### src/sv/tcpa_pkg.sv
// ----------------------------------------------------------------------------
// tcpa_pkg
// Shared types and constants for the two-channel power accumulator: beat
// payload structs, converter channel codes and accumulator control.
// ----------------------------------------------------------------------------
package tcpa_pkg;

    // field widths
    localparam int SAMPLE_W = 10;
    localparam int CORR_W   = SAMPLE_W + 1;
    localparam int PROD_W   = 2 * CORR_W;
    localparam int SUM_W    = 32;
    localparam int COUNT_W  = 16;
    localparam int CHAN_W   = 2;

    // converter channel codes
    localparam logic [CHAN_W-1:0] CH_CURRENT1 = 2'd0;
    localparam logic [CHAN_W-1:0] CH_CURRENT2 = 2'd1;
    localparam logic [CHAN_W-1:0] CH_VOLTAGE  = 2'd2;

    // command codes
    localparam logic CMD_SAMPLE = 1'b0;
    localparam logic CMD_TICK   = 1'b1;

    // zero offset after reset
    localparam logic [SAMPLE_W-1:0] ZERO_OFFSET_RESET = 10'd510;

    // input beat
    typedef struct packed {
        logic                command;
        logic [SAMPLE_W-1:0] sample;
    } in_t;

    // window totals, in result order
    typedef struct packed {
        logic [SUM_W-1:0]   pos_sum_one;
        logic [SUM_W-1:0]   neg_sum_one;
        logic [COUNT_W-1:0] pos_count_one;
        logic [COUNT_W-1:0] neg_count_one;
        logic [SUM_W-1:0]   pos_sum_two;
        logic [SUM_W-1:0]   neg_sum_two;
        logic [COUNT_W-1:0] pos_count_two;
        logic [COUNT_W-1:0] neg_count_two;
    } totals_t;

    // result beat
    typedef struct packed {
        logic              window_valid;
        logic [CHAN_W-1:0] next_channel;
        totals_t           totals;
    } out_t;

    // accumulator control
    typedef struct packed {
        logic                     update;
        logic                     clear;
        logic                     chan;
        logic signed [PROD_W-1:0] product;
    } acc_cmd_t;

endpackage

### src/sv/tcpa_accum.sv
// ----------------------------------------------------------------------------
// tcpa_accum
// Window sums and counts for both channels. A non-negative product goes to
// the positive sum and count, a negative one adds its magnitude to the
// negative sum and count. Clear zeroes all eight totals.
// ----------------------------------------------------------------------------
module tcpa_accum (
    input  logic              aclk,
    input  logic              aresetn,
    input  tcpa_pkg::acc_cmd_t cmd,
    output tcpa_pkg::totals_t  totals
);
    import tcpa_pkg::*;

    // entry order: pos 1, neg 1, pos 2, neg 2
    logic [SUM_W-1:0]   sum_reg   [4];
    logic [SUM_W-1:0]   sum_next  [4];
    logic [COUNT_W-1:0] count_reg [4];
    logic [COUNT_W-1:0] count_next[4];

    logic                     is_neg;
    logic        [PROD_W-1:0] mag;
    logic        [1:0]        sel;

    // magnitude and target entry
    always_comb begin
        is_neg = cmd.product[PROD_W-1];
        mag    = is_neg ? PROD_W'(-cmd.product) : PROD_W'(cmd.product);
        sel    = {cmd.chan, is_neg};
    end

    // per-entry update
    always_comb begin
        for (int i = 0; i < 4; i++) begin
            if (cmd.clear) begin
                sum_next[i]   = '0;
                count_next[i] = '0;
            end else if (cmd.update && (sel == 2'(i))) begin
                sum_next[i]   = sum_reg[i] + SUM_W'(mag);
                count_next[i] = count_reg[i] + COUNT_W'(1);
            end else begin
                sum_next[i]   = sum_reg[i];
                count_next[i] = count_reg[i];
            end
        end
    end

    always_ff @(posedge aclk) begin
        if (!aresetn) begin
            for (int i = 0; i < 4; i++) begin
                sum_reg[i]   <= '0;
                count_reg[i] <= '0;
            end
        end else begin
            for (int i = 0; i < 4; i++) begin
                sum_reg[i]   <= sum_next[i];
                count_reg[i] <= count_next[i];
            end
        end
    end

    // totals out
    always_comb begin
        totals.pos_sum_one   = sum_reg[0];
        totals.neg_sum_one   = sum_reg[1];
        totals.pos_count_one = count_reg[0];
        totals.neg_count_one = count_reg[1];
        totals.pos_sum_two   = sum_reg[2];
        totals.neg_sum_two   = sum_reg[3];
        totals.pos_count_two = count_reg[2];
        totals.neg_count_two = count_reg[3];
    end

endmodule

### src/sv/two_channel_power_accumulator.sv
// ----------------------------------------------------------------------------
// two_channel_power_accumulator
// Power metering for two channels fed by one multiplexed converter.
// ----------------------------------------------------------------------------
// Input channel (s_valid/s_ready/s_data) carries either a converter result
// (command 0) or a window tick (command 1). Every input beat gives exactly
// one result beat on m_valid/m_ready/m_data.
// A converter result updates the stored voltage or, for a current sample,
// multiplies it by its channel's voltage and adds it to the window totals;
// the result carries the next converter channel and zero totals.
// A tick returns the eight window totals and clears them.
// A beat lands in the input register, then the result register, which
// drives m_valid and m_data. Throughput is one beat per cycle while the
// receiver keeps up; the multiply and add lie between the input and
// result registers.
// When the receiver stalls, the result register holds and the input
// register still takes one more beat; s_ready drops once both are full.
// cfg_we writes the zero offset; do so only while the block is idle.
// Reset (aresetn low, synchronous) clears totals and stored voltages,
// selects the voltage channel for channel 1 and sets the offset to 510.
// ----------------------------------------------------------------------------
module two_channel_power_accumulator (
    input  logic                              aclk,
    input  logic                              aresetn,
    input  logic                              s_valid,
    output logic                              s_ready,
    input  tcpa_pkg::in_t                     s_data,
    output logic                              m_valid,
    input  logic                              m_ready,
    output tcpa_pkg::out_t                    m_data,
    input  logic                              cfg_we,
    input  logic [tcpa_pkg::SAMPLE_W-1:0]     cfg_wdata
);
    import tcpa_pkg::*;

    logic [SAMPLE_W-1:0]      zero_offset_reg;
    logic [CHAN_W-1:0]        mux_sel_reg;
    logic [CHAN_W-1:0]        mux_sel_next;
    logic                     volt_tog_reg;
    logic                     volt_tog_next;
    logic signed [CORR_W-1:0] volt1_reg;
    logic signed [CORR_W-1:0] volt1_next;
    logic signed [CORR_W-1:0] volt2_reg;
    logic signed [CORR_W-1:0] volt2_next;
    logic                     in_valid_reg;
    in_t                      in_data_reg;
    logic                     out_valid_reg;
    out_t                     out_data_reg;
    out_t                     result;

    logic                     advance;
    logic                     is_tick;
    logic signed [CORR_W-1:0] corrected;
    logic signed [CORR_W-1:0] volt_sel;
    acc_cmd_t                 acc_cmd;
    totals_t                  totals;

    // handshake
    assign advance = in_valid_reg && (!out_valid_reg || m_ready);
    assign s_ready = !in_valid_reg || advance;
    assign m_valid = out_valid_reg;
    assign m_data  = out_data_reg;
    assign is_tick = (in_data_reg.command == CMD_TICK);

    // offset correction and product
    always_comb begin
        corrected = $signed({1'b0, in_data_reg.sample}) - $signed({1'b0, zero_offset_reg});
        volt_sel  = (mux_sel_reg == CH_CURRENT2) ? volt2_reg : volt1_reg;
        acc_cmd.product = PROD_W'(corrected) * PROD_W'(volt_sel);
        acc_cmd.chan    = (mux_sel_reg == CH_CURRENT2);
        acc_cmd.clear   = advance && is_tick;
        acc_cmd.update  = advance && !is_tick &&
                          ((mux_sel_reg == CH_CURRENT1) || (mux_sel_reg == CH_CURRENT2));
    end

    // channel sequencing and stored voltages
    always_comb begin
        mux_sel_next  = mux_sel_reg;
        volt_tog_next = volt_tog_reg;
        volt1_next    = volt1_reg;
        volt2_next    = volt2_reg;
        case (mux_sel_reg)
            CH_CURRENT1, CH_CURRENT2: begin
                mux_sel_next = CH_VOLTAGE;
            end
            CH_VOLTAGE: begin
                if (volt_tog_reg) begin
                    volt2_next   = corrected;
                    mux_sel_next = CH_CURRENT2;
                end else begin
                    volt1_next   = corrected;
                    mux_sel_next = CH_CURRENT1;
                end
                volt_tog_next = !volt_tog_reg;
            end
            default: begin
                mux_sel_next = mux_sel_reg;
            end
        endcase
    end

    // result beat
    always_comb begin
        result.window_valid = is_tick;
        result.next_channel = is_tick ? mux_sel_reg : mux_sel_next;
        result.totals       = is_tick ? totals : '0;
    end

    tcpa_accum u_accum (
        .aclk    (aclk),
        .aresetn (aresetn),
        .cmd     (acc_cmd),
        .totals  (totals)
    );

    // control and state registers
    always_ff @(posedge aclk) begin
        if (!aresetn) begin
            zero_offset_reg <= ZERO_OFFSET_RESET;
            mux_sel_reg     <= CH_VOLTAGE;
            volt_tog_reg    <= 1'b0;
            volt1_reg       <= '0;
            volt2_reg       <= '0;
            in_valid_reg    <= 1'b0;
            out_valid_reg   <= 1'b0;
        end else begin
            if (cfg_we) begin
                zero_offset_reg <= cfg_wdata;
            end
            if (s_valid && s_ready) begin
                in_valid_reg <= 1'b1;
            end else if (advance) begin
                in_valid_reg <= 1'b0;
            end
            if (advance) begin
                out_valid_reg <= 1'b1;
            end else if (m_ready) begin
                out_valid_reg <= 1'b0;
            end
            if (advance && !is_tick) begin
                mux_sel_reg  <= mux_sel_next;
                volt_tog_reg <= volt_tog_next;
                volt1_reg    <= volt1_next;
                volt2_reg    <= volt2_next;
            end
        end
    end

    // payload registers
    always_ff @(posedge aclk) begin
        if (s_valid && s_ready) begin
            in_data_reg <= s_data;
        end
        if (advance) begin
            out_data_reg <= result;
        end
    end

endmodule

### config.mk
export PLATFORM = sky130hd
export DESIGN_NAME = two_channel_power_accumulator
export DESIGN_NICKNAME = d
export VERILOG_FILES = /design/src/sv/tcpa_pkg.sv /design/src/sv/tcpa_accum.sv /design/src/sv/two_channel_power_accumulator.sv
export SDC_FILE = /design/constraint.sdc
export NUM_CORES = 1
export LEC_CHECK = 0
export BUFFER_PORTS_ARGS = -buffer_cell sky130_fd_sc_hd__buf_2
export CAP_MARGIN = 30
export CELL_PAD_IN_SITES_DETAIL_PLACEMENT = 0
export CELL_PAD_IN_SITES_GLOBAL_PLACEMENT = 1
export CORE_ASPECT_RATIO = 1.2
export CORE_UTILIZATION = 48
export CTS_CLUSTER_SIZE = 24
export DETAILED_ROUTE_END_ITERATION = 12
export PLACE_DENSITY = 0.92
export SETUP_SLACK_MARGIN = 0.3
export SLEW_MARGIN = 10
export SYNTH_ARGS = -nofsm -noshare
export SYNTH_HDL_FRONTEND = slang
export SYNTH_SLANG_ARGS = --single-unit
### constraint.sdc
create_clock -name aclk -period 15.5 [get_ports aclk]
set_input_delay 1.55 -clock aclk [delete_from_list [all_inputs] [get_ports aclk]]
set_output_delay 1.55 -clock aclk [all_outputs]
set_load 0.05 [all_outputs]
### Word level (Yosys, flattened, before mapping)

Memories as Yosys holds them, arrays and structs flattened.
Cells that the tools add are included.

| storage, ports and cells | value |
|---|---|
| bits in registers | 243 |
| logic and storage cells | 105 |
| output and inout bits | 197 |
| memories kept | 2 |
| memory bits (writable) | 192 |
| input port bits | 26 |

| operators by class | value |
|---|---|
| add/subtract/negate cells | 10 |
| reduce and logical (&&, ||, !) cells | 24 |
| equal/unequal tests | 5 |
| bitwise gates (word level) | 9 |
| multiply operators | 1 |
| mux-type cells | 35 |

Memories:

| name | depth | bits a word | read ports | clocked after Yosys merged registers in | wr ports | RTL line | RTL |
|---|---|---|---|---|---|---|---|
| u_accum.sum_reg | 4 | 32 | 4 | 0 | 4 | tcpa_accum.sv:16 | `logic [SUM_W-1:0] sum_reg [4];` |
| u_accum.count_reg | 4 | 16 | 4 | 0 | 4 | tcpa_accum.sv:18 | `logic [COUNT_W-1:0] count_reg [4];` |

Operators with widths:

| kind | count |
|---|---|
| $mux 32 | 12 |
| $mux 16 | 12 |
| $add 32x22->32 | 4 |
| $add 16x1->16 const B | 4 |
| $mul 11x11->22 | 1 |
| $mux 22 | 1 |
| $neg 22->22 | 1 |
| $mux 11 | 1 |
| $sub 10x10->11 | 1 |
| $logic_and 1x1->1 | 9 |
| $or 1x1->1 | 8 |
| $mux 1 | 7 |
| $eq 2x2->1 const B | 3 |
| $reduce_and 3->1 | 2 |
| $eq 2x1->1 const B | 2 |
| $logic_not 1->1 | 4 |
| $logic_not 2->1 | 2 |
| $pmux 2 s2 | 1 |
| $reduce_bool 2->1 | 2 |
| $logic_or 1x1->1 | 3 |
| $mux 2 | 1 |
| $reduce_and 2->1 | 1 |
| $reduce_or 2->1 | 1 |
| $not 1->1 | 1 |

### Longest topological paths before layout

Gate-level depths: netlist of the first run.

| depth | value |
|---|---|
| depth after elaboration | 9 |
| mapped depth | 44 |
| depth with buffers taken out | 41 |

### Cells and area by module

From an unflattened synthesis of the first run, not the netlist that was laid out.

| unflattened totals | value |
|---|---|
| cells, all modules | 2761 |
| area total of the unflattened synthesis | 26385.3 µm² |

By module, submodules not included:

| module | area each (µm²) | instances | cells an instance | sequential area each (µm²) |
|---|---|---|---|---|
| two_channel_power_accumulator | 14251.2 | 1 | 1219 | 6926.6 |
| tcpa_accum | 12134.1 | 1 | 1542 | 3843.7 |

### Worst setup path after synthesis of the first run

Ideal clock, no wire load.

| timing path | value |
|---|---|
| kind | input-to-reg |
| from | input port m_ready |
| to | memory u_accum.sum_reg[1][30] |
| cell stages on the path | 8 |
| library setup time | 0.072 ns |
| slack | 2.597 ns |
| buffers on the path | 0 |
| arrival | 12.832 ns |
| data required time | 15.428 ns |
| cell sequence | nor2b_1 -> nor2_1 -> nand2_1 -> nor3_1 -> nand3_1 -> nor4_2 -> nor3b_1 -> mux2i_1 |

RTL lines:

| what | RTL line | RTL |
|---|---|---|
| start: declaration | two_channel_power_accumulator.sv:29 | `input logic m_ready,` |
| end: declaration | tcpa_accum.sv:16 |  |

==> results.toml, run 1 <==
[timing]
max_freq_mhz = 82.91
setup-tns-final_ns = 0
min_period_ns = 12.06
final-hold-violation-count = 0
tightest_slew_ns = 1.036
rsz0062_at_grt = "no"
skew_ns = 0.02844
maxSlewHeadroom_pct = 30.45
finalMaxSlewViolations = 0
setup_viol = 0
period_share_pct = 77.81

[drt]
num_vias = 20070
drt_pass1_iterations = 5
post_drt_wl_per_cell_um = 17.27
finalWirelength_um = 63760
drtAntennaViolNets = 0
route.detailed.drc = 0
drt_first_iter_violations = 1174
vias_per_cell = 5.436

[worst_setup_path]
worstPathMaxFanout = 22
critical-path-max-stage-delay_ns = 0.79
critPathKind = "flop to flop"
required_ns = 15.94
critical_path_arrival_ns = 12.50
cp-start-kind = "flop"
cp-end-kind = "flop"
cp_common_cell = "fa_1"
slowest_stage = "nand2_1"

[global_route]
grt_pass1_vias = 20070
grt_first_pass_wirelength_um = 102800
track_usage_pct = 22.71
grt.overflow.total = 0
grt_max_degree = 127
antenna_found_initial = 0

[final_layout]
antenna_cells = 0
nNetsFinal = 3250
areaGrowthSynthToFinish_pct = 13.17
utilization_pct = 55.36
largest_reg_flops = 195
fill_cells = 4759
drive_above_1_share_pct = 11.95

[clocking]
post_cts.repair.setup_buffers = 0
holdBufCountCts = 0
root_buffer = "clkbuf_16"
cts.sinks = 435
cts_buffers = 45
cts_tree = "done"
insertion_delay_ns = 0.58
clk_pin_slew_ns = 0.06
cts_resized = 0
cts.path.max_buffers = 3
cts_htree_levels = 2

[power_and_ir_drop]
p_per_area_mw_per_mm2 = 117.7
p_comb_share_pct = 32.3
irDropWorstVdd_mv = 0.07250
intPower_uw = 2288
swShare_pct = 34.97
p_leak_uw = 0.01296
p_switching_uw = 1230
seqPwrFrac_pct = 35.0
pwr-share-clk_pct = 32.7

[worst_hold_path]
hold_path_class = "flop to flop"

[floorplanning]
die_w_um = 216.1
rows = 93
core_mm2 = 0.05399
dieArea_mm2 = 0.05597
die_h_um = 259.0
initial_core_util_pct = 48.92
io_pins = 223

[logic_synthesis]
synthSimpleGateAreaFrac_pct = 18.79
synth_area_per_cell_um2 = 9.625
synth_area_mm2 = 0.02641
ys_ff_latch = 435
synth_flop_cell = "dfxtp_1"
ys_seq_area_share_pct = 40.78
synth_mux_area_share_pct = 0.7485
synth_compound_area_share_pct = 11.82
ys_warn_count = 0
syn-num-nets = 3050
synth-edff-count = 206
synth_top_family_by_area = "simple AND/OR/NAND/NOR gates"
synthAdderAreaFrac_pct = 16.76
synth_xor_area_share_pct = 6.666
async_reset_ff_share_pct = 0
netlist_instances = 2744
yosysUniqueCellTypes = 77

[placement]
gp_congestion = 0.9515
dp_hpwl_um = 48280
portBuffers = 222

[run]
cap_violations = 0

[status]
status = "finished, final reports clean"
## layer usage
| metal | wire length [µm] | global-route usage (%) |
|---|---|---|
| met5 | 0 | 0 |
| met4 | 2307 | 8.764 |
| met3 | 2382 | 2.449 |
| met2 | 32510 | 41.42 |
| met1 | 26550 | 27.33 |
## kinds of logic after synthesis
| group | count (synthesis) |
|---|---|
| xor+xnor | 201 |
| compound gates | 484 |
| fa+ha+maj | 280 |
| simple gates | 1017 |
| mux | 19 |
| flops | 435 |
| buf+inv | 308 |
## cells in the mapped netlist (6+ instances only)
cell type	n	area, µm²
nor3_1	33	165.2
nor2_1	209	784.5
o21ai_0	70	350.3
a21oi_1	166	830.8
xnor2_1	122	1069
or3_1	14	87.58
and2_1	207	1295
o21a_1	16	120.1
nor2b_1	18	112.6
a21boi_0	14	105.1
edfxtp_1	206	6186
fa_1	123	2462
o21bai_1	14	105.1
nand3_1	61	305.3
nand2_1	335	1257
ha_1	157	1964
and3_1	37	231.5
nand4_1	30	187.7
a21o_1	55	412.9
inv_1	207	777.0
xor2_1	79	691.9
or4_1	7	52.55
buf_2	11	55.05
o211ai_1	22	165.2
mux2i_1	13	130.1
a211o_1	8	70.07
a31oi_1	17	106.4
clkbuf_1	88	330.3
nand2b_1	17	106.4
dfxtp_1	229	4584
nor4_1	20	125.1
mux2_2	6	67.56
a211oi_1	28	210.2
o31ai_1	10	75.07
## worst max-delay path: cells and delay by family (launching register included)
family          cells  cell delay (ns)
buf+inv             6             0.56
compound gates     18             4.69
simple gates        6             1.80
xor+xnor            1             0.48
fa+ha+maj           9             3.98
flops               1             0.37
## power groups by stage
stage / clock network [µW] / registers, µW / logic (µW)
4_1_cts: 1170 / 1230 / 1130
6_report: 1150 / 1230 / 1140
5_1_grt: 1220 / 1230 / 1260
3_3_place_gp: 0 / 1260 / 1100
3_5_place_dp: 0 / 1260 / 1130
2_1_floorplan: 0 / 1320 / 804
## cell usage in the layout (no fill, tap or decap), types with 13 or more instances in the layout
cell type	count
clkbuf_16	45
buf_4	28
o211ai_1	22
fa_1	123
buf_2	222
nor2_1	208
o21bai_1	14
a21boi_0	13
mux2i_1	13
nor3_1	33
ha_1	157
a211oi_1	28
dfxtp_1	229
nand2_1	334
o21ai_0	70
a21o_1	55
nand2b_1	17
inv_1	207
a21oi_1	166
and2_1	207
nor4_1	20
xor2_1	79
nor2b_1	18
edfxtp_1	206
o21a_1	16
nand4_1	30
or3_1	14
xnor2_1	122
and3_1	37
a31oi_1	17
nand3_1	61
## through the flow
stage          instances  hold slack [ns]  total power [µW]  area [µm²]  setup slack (ns)
4_1_cts             3690           0.4721              3535       29850             3.487
3_3_place_gp        3606           0.4524              2357       28270             3.817
5_1_grt             3692           0.4912              3712       29890             2.442
3_5_place_dp        3607           0.4636              2385       28270             3.468
2_1_floorplan       2744           0.4244              2124       26410             2.597
6_report            3692           0.4681              3518       29890             3.439
## path summary, 6_finish.rpt
check / end / slack (ns) / start / cells past startpoint
setup reg to reg: u_accum.sum_reg[0][28]$_SDFFE_PP0P_ / 3.44 / in_data_reg[0]$_DFFE_PP_ / 40
hold / removal: u_accum.sum_reg[2][21]$_SDFFE_PP0P_ / 0.47 / u_accum.sum_reg[2][21]$_SDFFE_PP0P_ / 2
setup / recovery: u_accum.sum_reg[0][28]$_SDFFE_PP0P_ / 3.44 / in_data_reg[0]$_DFFE_PP_ / 40
hold reg to reg: u_accum.sum_reg[2][21]$_SDFFE_PP0P_ / 0.47 / u_accum.sum_reg[2][21]$_SDFFE_PP0P_ / 2
## layout make-up
cell class | count | area (µm²) | area share, %
multi-input cells | 2001 | 14510 | 48.53
well taps | 712 | 890.9 | 2.981
clock buffers | 56 | 1187 | 3.973
clock inverters | 27 | 387.9 | 1.298
inverters | 208 | 780.7 | 2.612
flip-flops and latches | 435 | 10770 | 36.03
repair buffers | 253 | 1365 | 4.567
(Power assumes the default switching activity.)
==> run 2: changes to the inputs <==
--- a/config.mk
+++ b/config.mk
@@ -5,15 +5,16 @@
 export SDC_FILE = /design/constraint.sdc
 export NUM_CORES = 1
 export LEC_CHECK = 0
+export ABC_AREA = 1
 export BUFFER_PORTS_ARGS = -buffer_cell sky130_fd_sc_hd__buf_2
 export CAP_MARGIN = 30
 export CELL_PAD_IN_SITES_DETAIL_PLACEMENT = 0
 export CELL_PAD_IN_SITES_GLOBAL_PLACEMENT = 1
 export CORE_ASPECT_RATIO = 1.2
-export CORE_UTILIZATION = 48
+export CORE_UTILIZATION = 45
 export CTS_CLUSTER_SIZE = 24
 export DETAILED_ROUTE_END_ITERATION = 12
-export PLACE_DENSITY = 0.92
+export PLACE_DENSITY = 0.91
 export SETUP_SLACK_MARGIN = 0.3
 export SLEW_MARGIN = 10
 export SYNTH_ARGS = -nofsm -noshare
==> constraint.sdc (replaced) <==
create_clock -name aclk -period 12.5 [get_ports aclk]
set_input_delay 1.25 -clock aclk [delete_from_list [all_inputs] [get_ports aclk]]
set_output_delay 1.25 -clock aclk [all_outputs]
set_load 0.05 [all_outputs]
==> results.toml, run 2 <==
[final_layout]
fin_cells = 5171
final_common_cell = "nand2_1"
utilization_pct = 50.96
largest_reg_flops = 195
areaGrowthSynthToFinish_pct = 12.14
layout_common_cells = "1,059 x nand2_1, 843 x inv_1, 510 x nor2_1"
drive_above_1_share_pct = 8.589
nNetsFinal = 4600
antenna_cells = 0

[logic_synthesis]
netlist_instances = 4102
synth_most_common_cell = "nand2_1"
ys_warn_count = 0
netlist_top_cells_area = "edfxtp_1 21%, dfxtp_1 15%, nand2_1 13%, inv_1 11%, fa_1 8.2%"
syn-num-nets = 4408
synth_top_area_share_pct = 20.71
yosysUniqueCellTypes = 45
ys_ff_latch = 435
synth_area_mm2 = 0.02987
ys_seq_area_share_pct = 36.06
synth-edff-count = 206
yosysTopAreaCell = "edfxtp_1"
async_reset_ff_share_pct = 0
synth_area_per_cell_um2 = 7.281
yosys-top-cells-count = "1,060 x nand2_1, 845 x inv_1, 510 x nor2_1"
synth_flop_cell = "dfxtp_1"

[timing]
period_share_pct = 81.47
maxSlewHeadroom_pct = 28.82
setup-tns-final_ns = 0
tightest_slew_ns = 1.068
finalMaxSlewViolations = 0
min_period_ns = 10.18
skew_ns = 0.02318
worst_slack_ns = 2.316
rsz0062_at_grt = "no"
setup_viol = 0
final-hold-violation-count = 0
max_freq_mhz = 98.19

[global_route]
grt_first_pass_wirelength_um = 126600
track_usage_pct = 23.50
grt_pass1_vias = 24470
grt_max_degree = 88
grt.overflow.total = 0
antenna_found_initial = 0

[clocking]
clk_pin_slew_ns = 0.06
cts_htree_levels = 2
cts_buffers = 46
post_cts.repair.setup_buffers = 0
cts.path.max_buffers = 3
cts.sinks = 435
holdBufCountCts = 0
root_buffer = "clkbuf_16"
insertion_delay_ns = 0.60
cts_resized = 0
cts_tree = "done"

[placement]
placed_cells = 5081
preCtsSetupSlack_ns = 2.393
portBuffers = 222
gp_congestion = 0.9463
dp_hpwl_um = 59250

[worst_setup_path]
reg2reg_to = "u_accum.sum_reg[3][21]$_SDFFE_PP0P_"
cp-end-kind = "flop"
r2r_slack_ns = 2.32
cp_common_cell = "nand2_1"
r2r_start = "in_data_reg[0]$_DFFE_PP_"
required_ns = 12.99
critPathBufInv = 11
critPathKind = "flop to flop"
worstPathMaxFanout = 33
ff2ff_path_depth = 49
critical-path-max-stage-delay_ns = 0.65
critical_path_arrival_ns = 10.67
crit_start = "in_data_reg[0]$_DFFE_PP_"
slowest_stage = "xor2_1"
crit_family = "adder cells"
cp-start-kind = "flop"

[drt]
num_vias = 25460
finalWirelength_um = 78800
vias_per_cell = 4.923
route.detailed.drc = 0
post_drt_wl_per_cell_um = 15.24
drt_first_iter_violations = 1394
drtAntennaViolNets = 0
drt_pass1_iterations = 7

[floorplanning]
rows = 103
core_mm2 = 0.06573
die_h_um = 284.2
dieArea_mm2 = 0.06741
die_w_um = 237.2
io_pins = 223
initial_core_util_pct = 45.44

[power_and_ir_drop]
irDropWorstVdd_mv = 0.1075
total_power_uw = 5328
p_leak_uw = 0.01761
p_per_area_mw_per_mm2 = 159.1

[status]
status = "finished, final reports clean"

[run]
cap_violations = 0

[worst_hold_path]
hold_path_class = "flop to flop"
hold_end = "zero_offset_reg[2]$_SDFFE_PN1P_"
worstHoldPathCells = 2
hp-start = "zero_offset_reg[2]$_SDFFE_PN1P_"
-- run 2: final cells by class --
type / count / area, µm²
fill: 6508 / 32230
multi-input combinational: 2705 / 15440
sequential: 435 / 10770
inverter: 856 / 3223
timing repair buffer: 250 / 1386
clock buffer: 58 / 1247
tap: 840 / 1051
clock inverter: 27 / 375.4
-- run 2: cells by family (layout without fill, tap and decap cells) --
family / after synthesis / in the layout / share of synthesized area (%)
xor+xnor: 123 / 123 / 3.607
flops: 435 / 435 / 36.06
buf+inv: 962 / 1191 / 12.33
fa+ha+maj: 280 / 280 / 14.82
compound gates: 370 / 370 / 6.690
simple gates: 1932 / 1932 / 26.49
-- run 2: layer usage --
| metal | vias to the layer above | GRT usage, % | part of all wire, % |
|---|---|---|---|
| met1 | 11700 | 29.21 | 43 |
| met3 | 145 | 2.544 | 4.4 |
| met5 | - | 0 | 0 |
| met4 | 0 | 9.887 | 4.2 |
| li1 | 13030 | - | - |
| met2 | 583 | 41.21 | 48 |
-- run 2: report_power, final --
group	internal (µW)	switching, µW	leakage [µW]	total (µW)
registers	1520	12.9	0.00384	1530
logic	668	1650	0.0130	2320
clock network	878	598	0.000781	1480
-- run 2: worst min-delay path, stage by stage (launching register included) --
cell and delay, ns:
dfxtp_1 0.29, inv_1 0.06, o21ai_0 0.06
-- run 2: how the worst max path moves through the flow --
stage                                           to  slack, ns  cells after the start
2_1_floorplan  u_accum.sum_reg[0][26]$_SDFFE_PP0P_       3.69                     53
3_3_place_gp   u_accum.sum_reg[3][21]$_SDFFE_PP0P_       2.51                     50
3_5_place_dp   u_accum.sum_reg[3][21]$_SDFFE_PP0P_       2.39                     49
4_1_cts        u_accum.sum_reg[3][21]$_SDFFE_PP0P_       2.36                     49
5_1_grt        u_accum.sum_reg[0][31]$_SDFFE_PP0P_       1.55                     51
6_report       u_accum.sum_reg[3][21]$_SDFFE_PP0P_       2.32                     49
-- run 2: metrics by stage --
| step | hold slack (ns) | area (µm²) |
|---|---|---|
| finish | 0.4651 | 33490 |
| global route | 0.4942 | 33490 |
| CTS | 0.4718 | 33400 |
| detailed placement | 0.4598 | 31780 |
| global placement | 0.4566 | 31760 |
| floorplan | 0.4244 | 29870 |
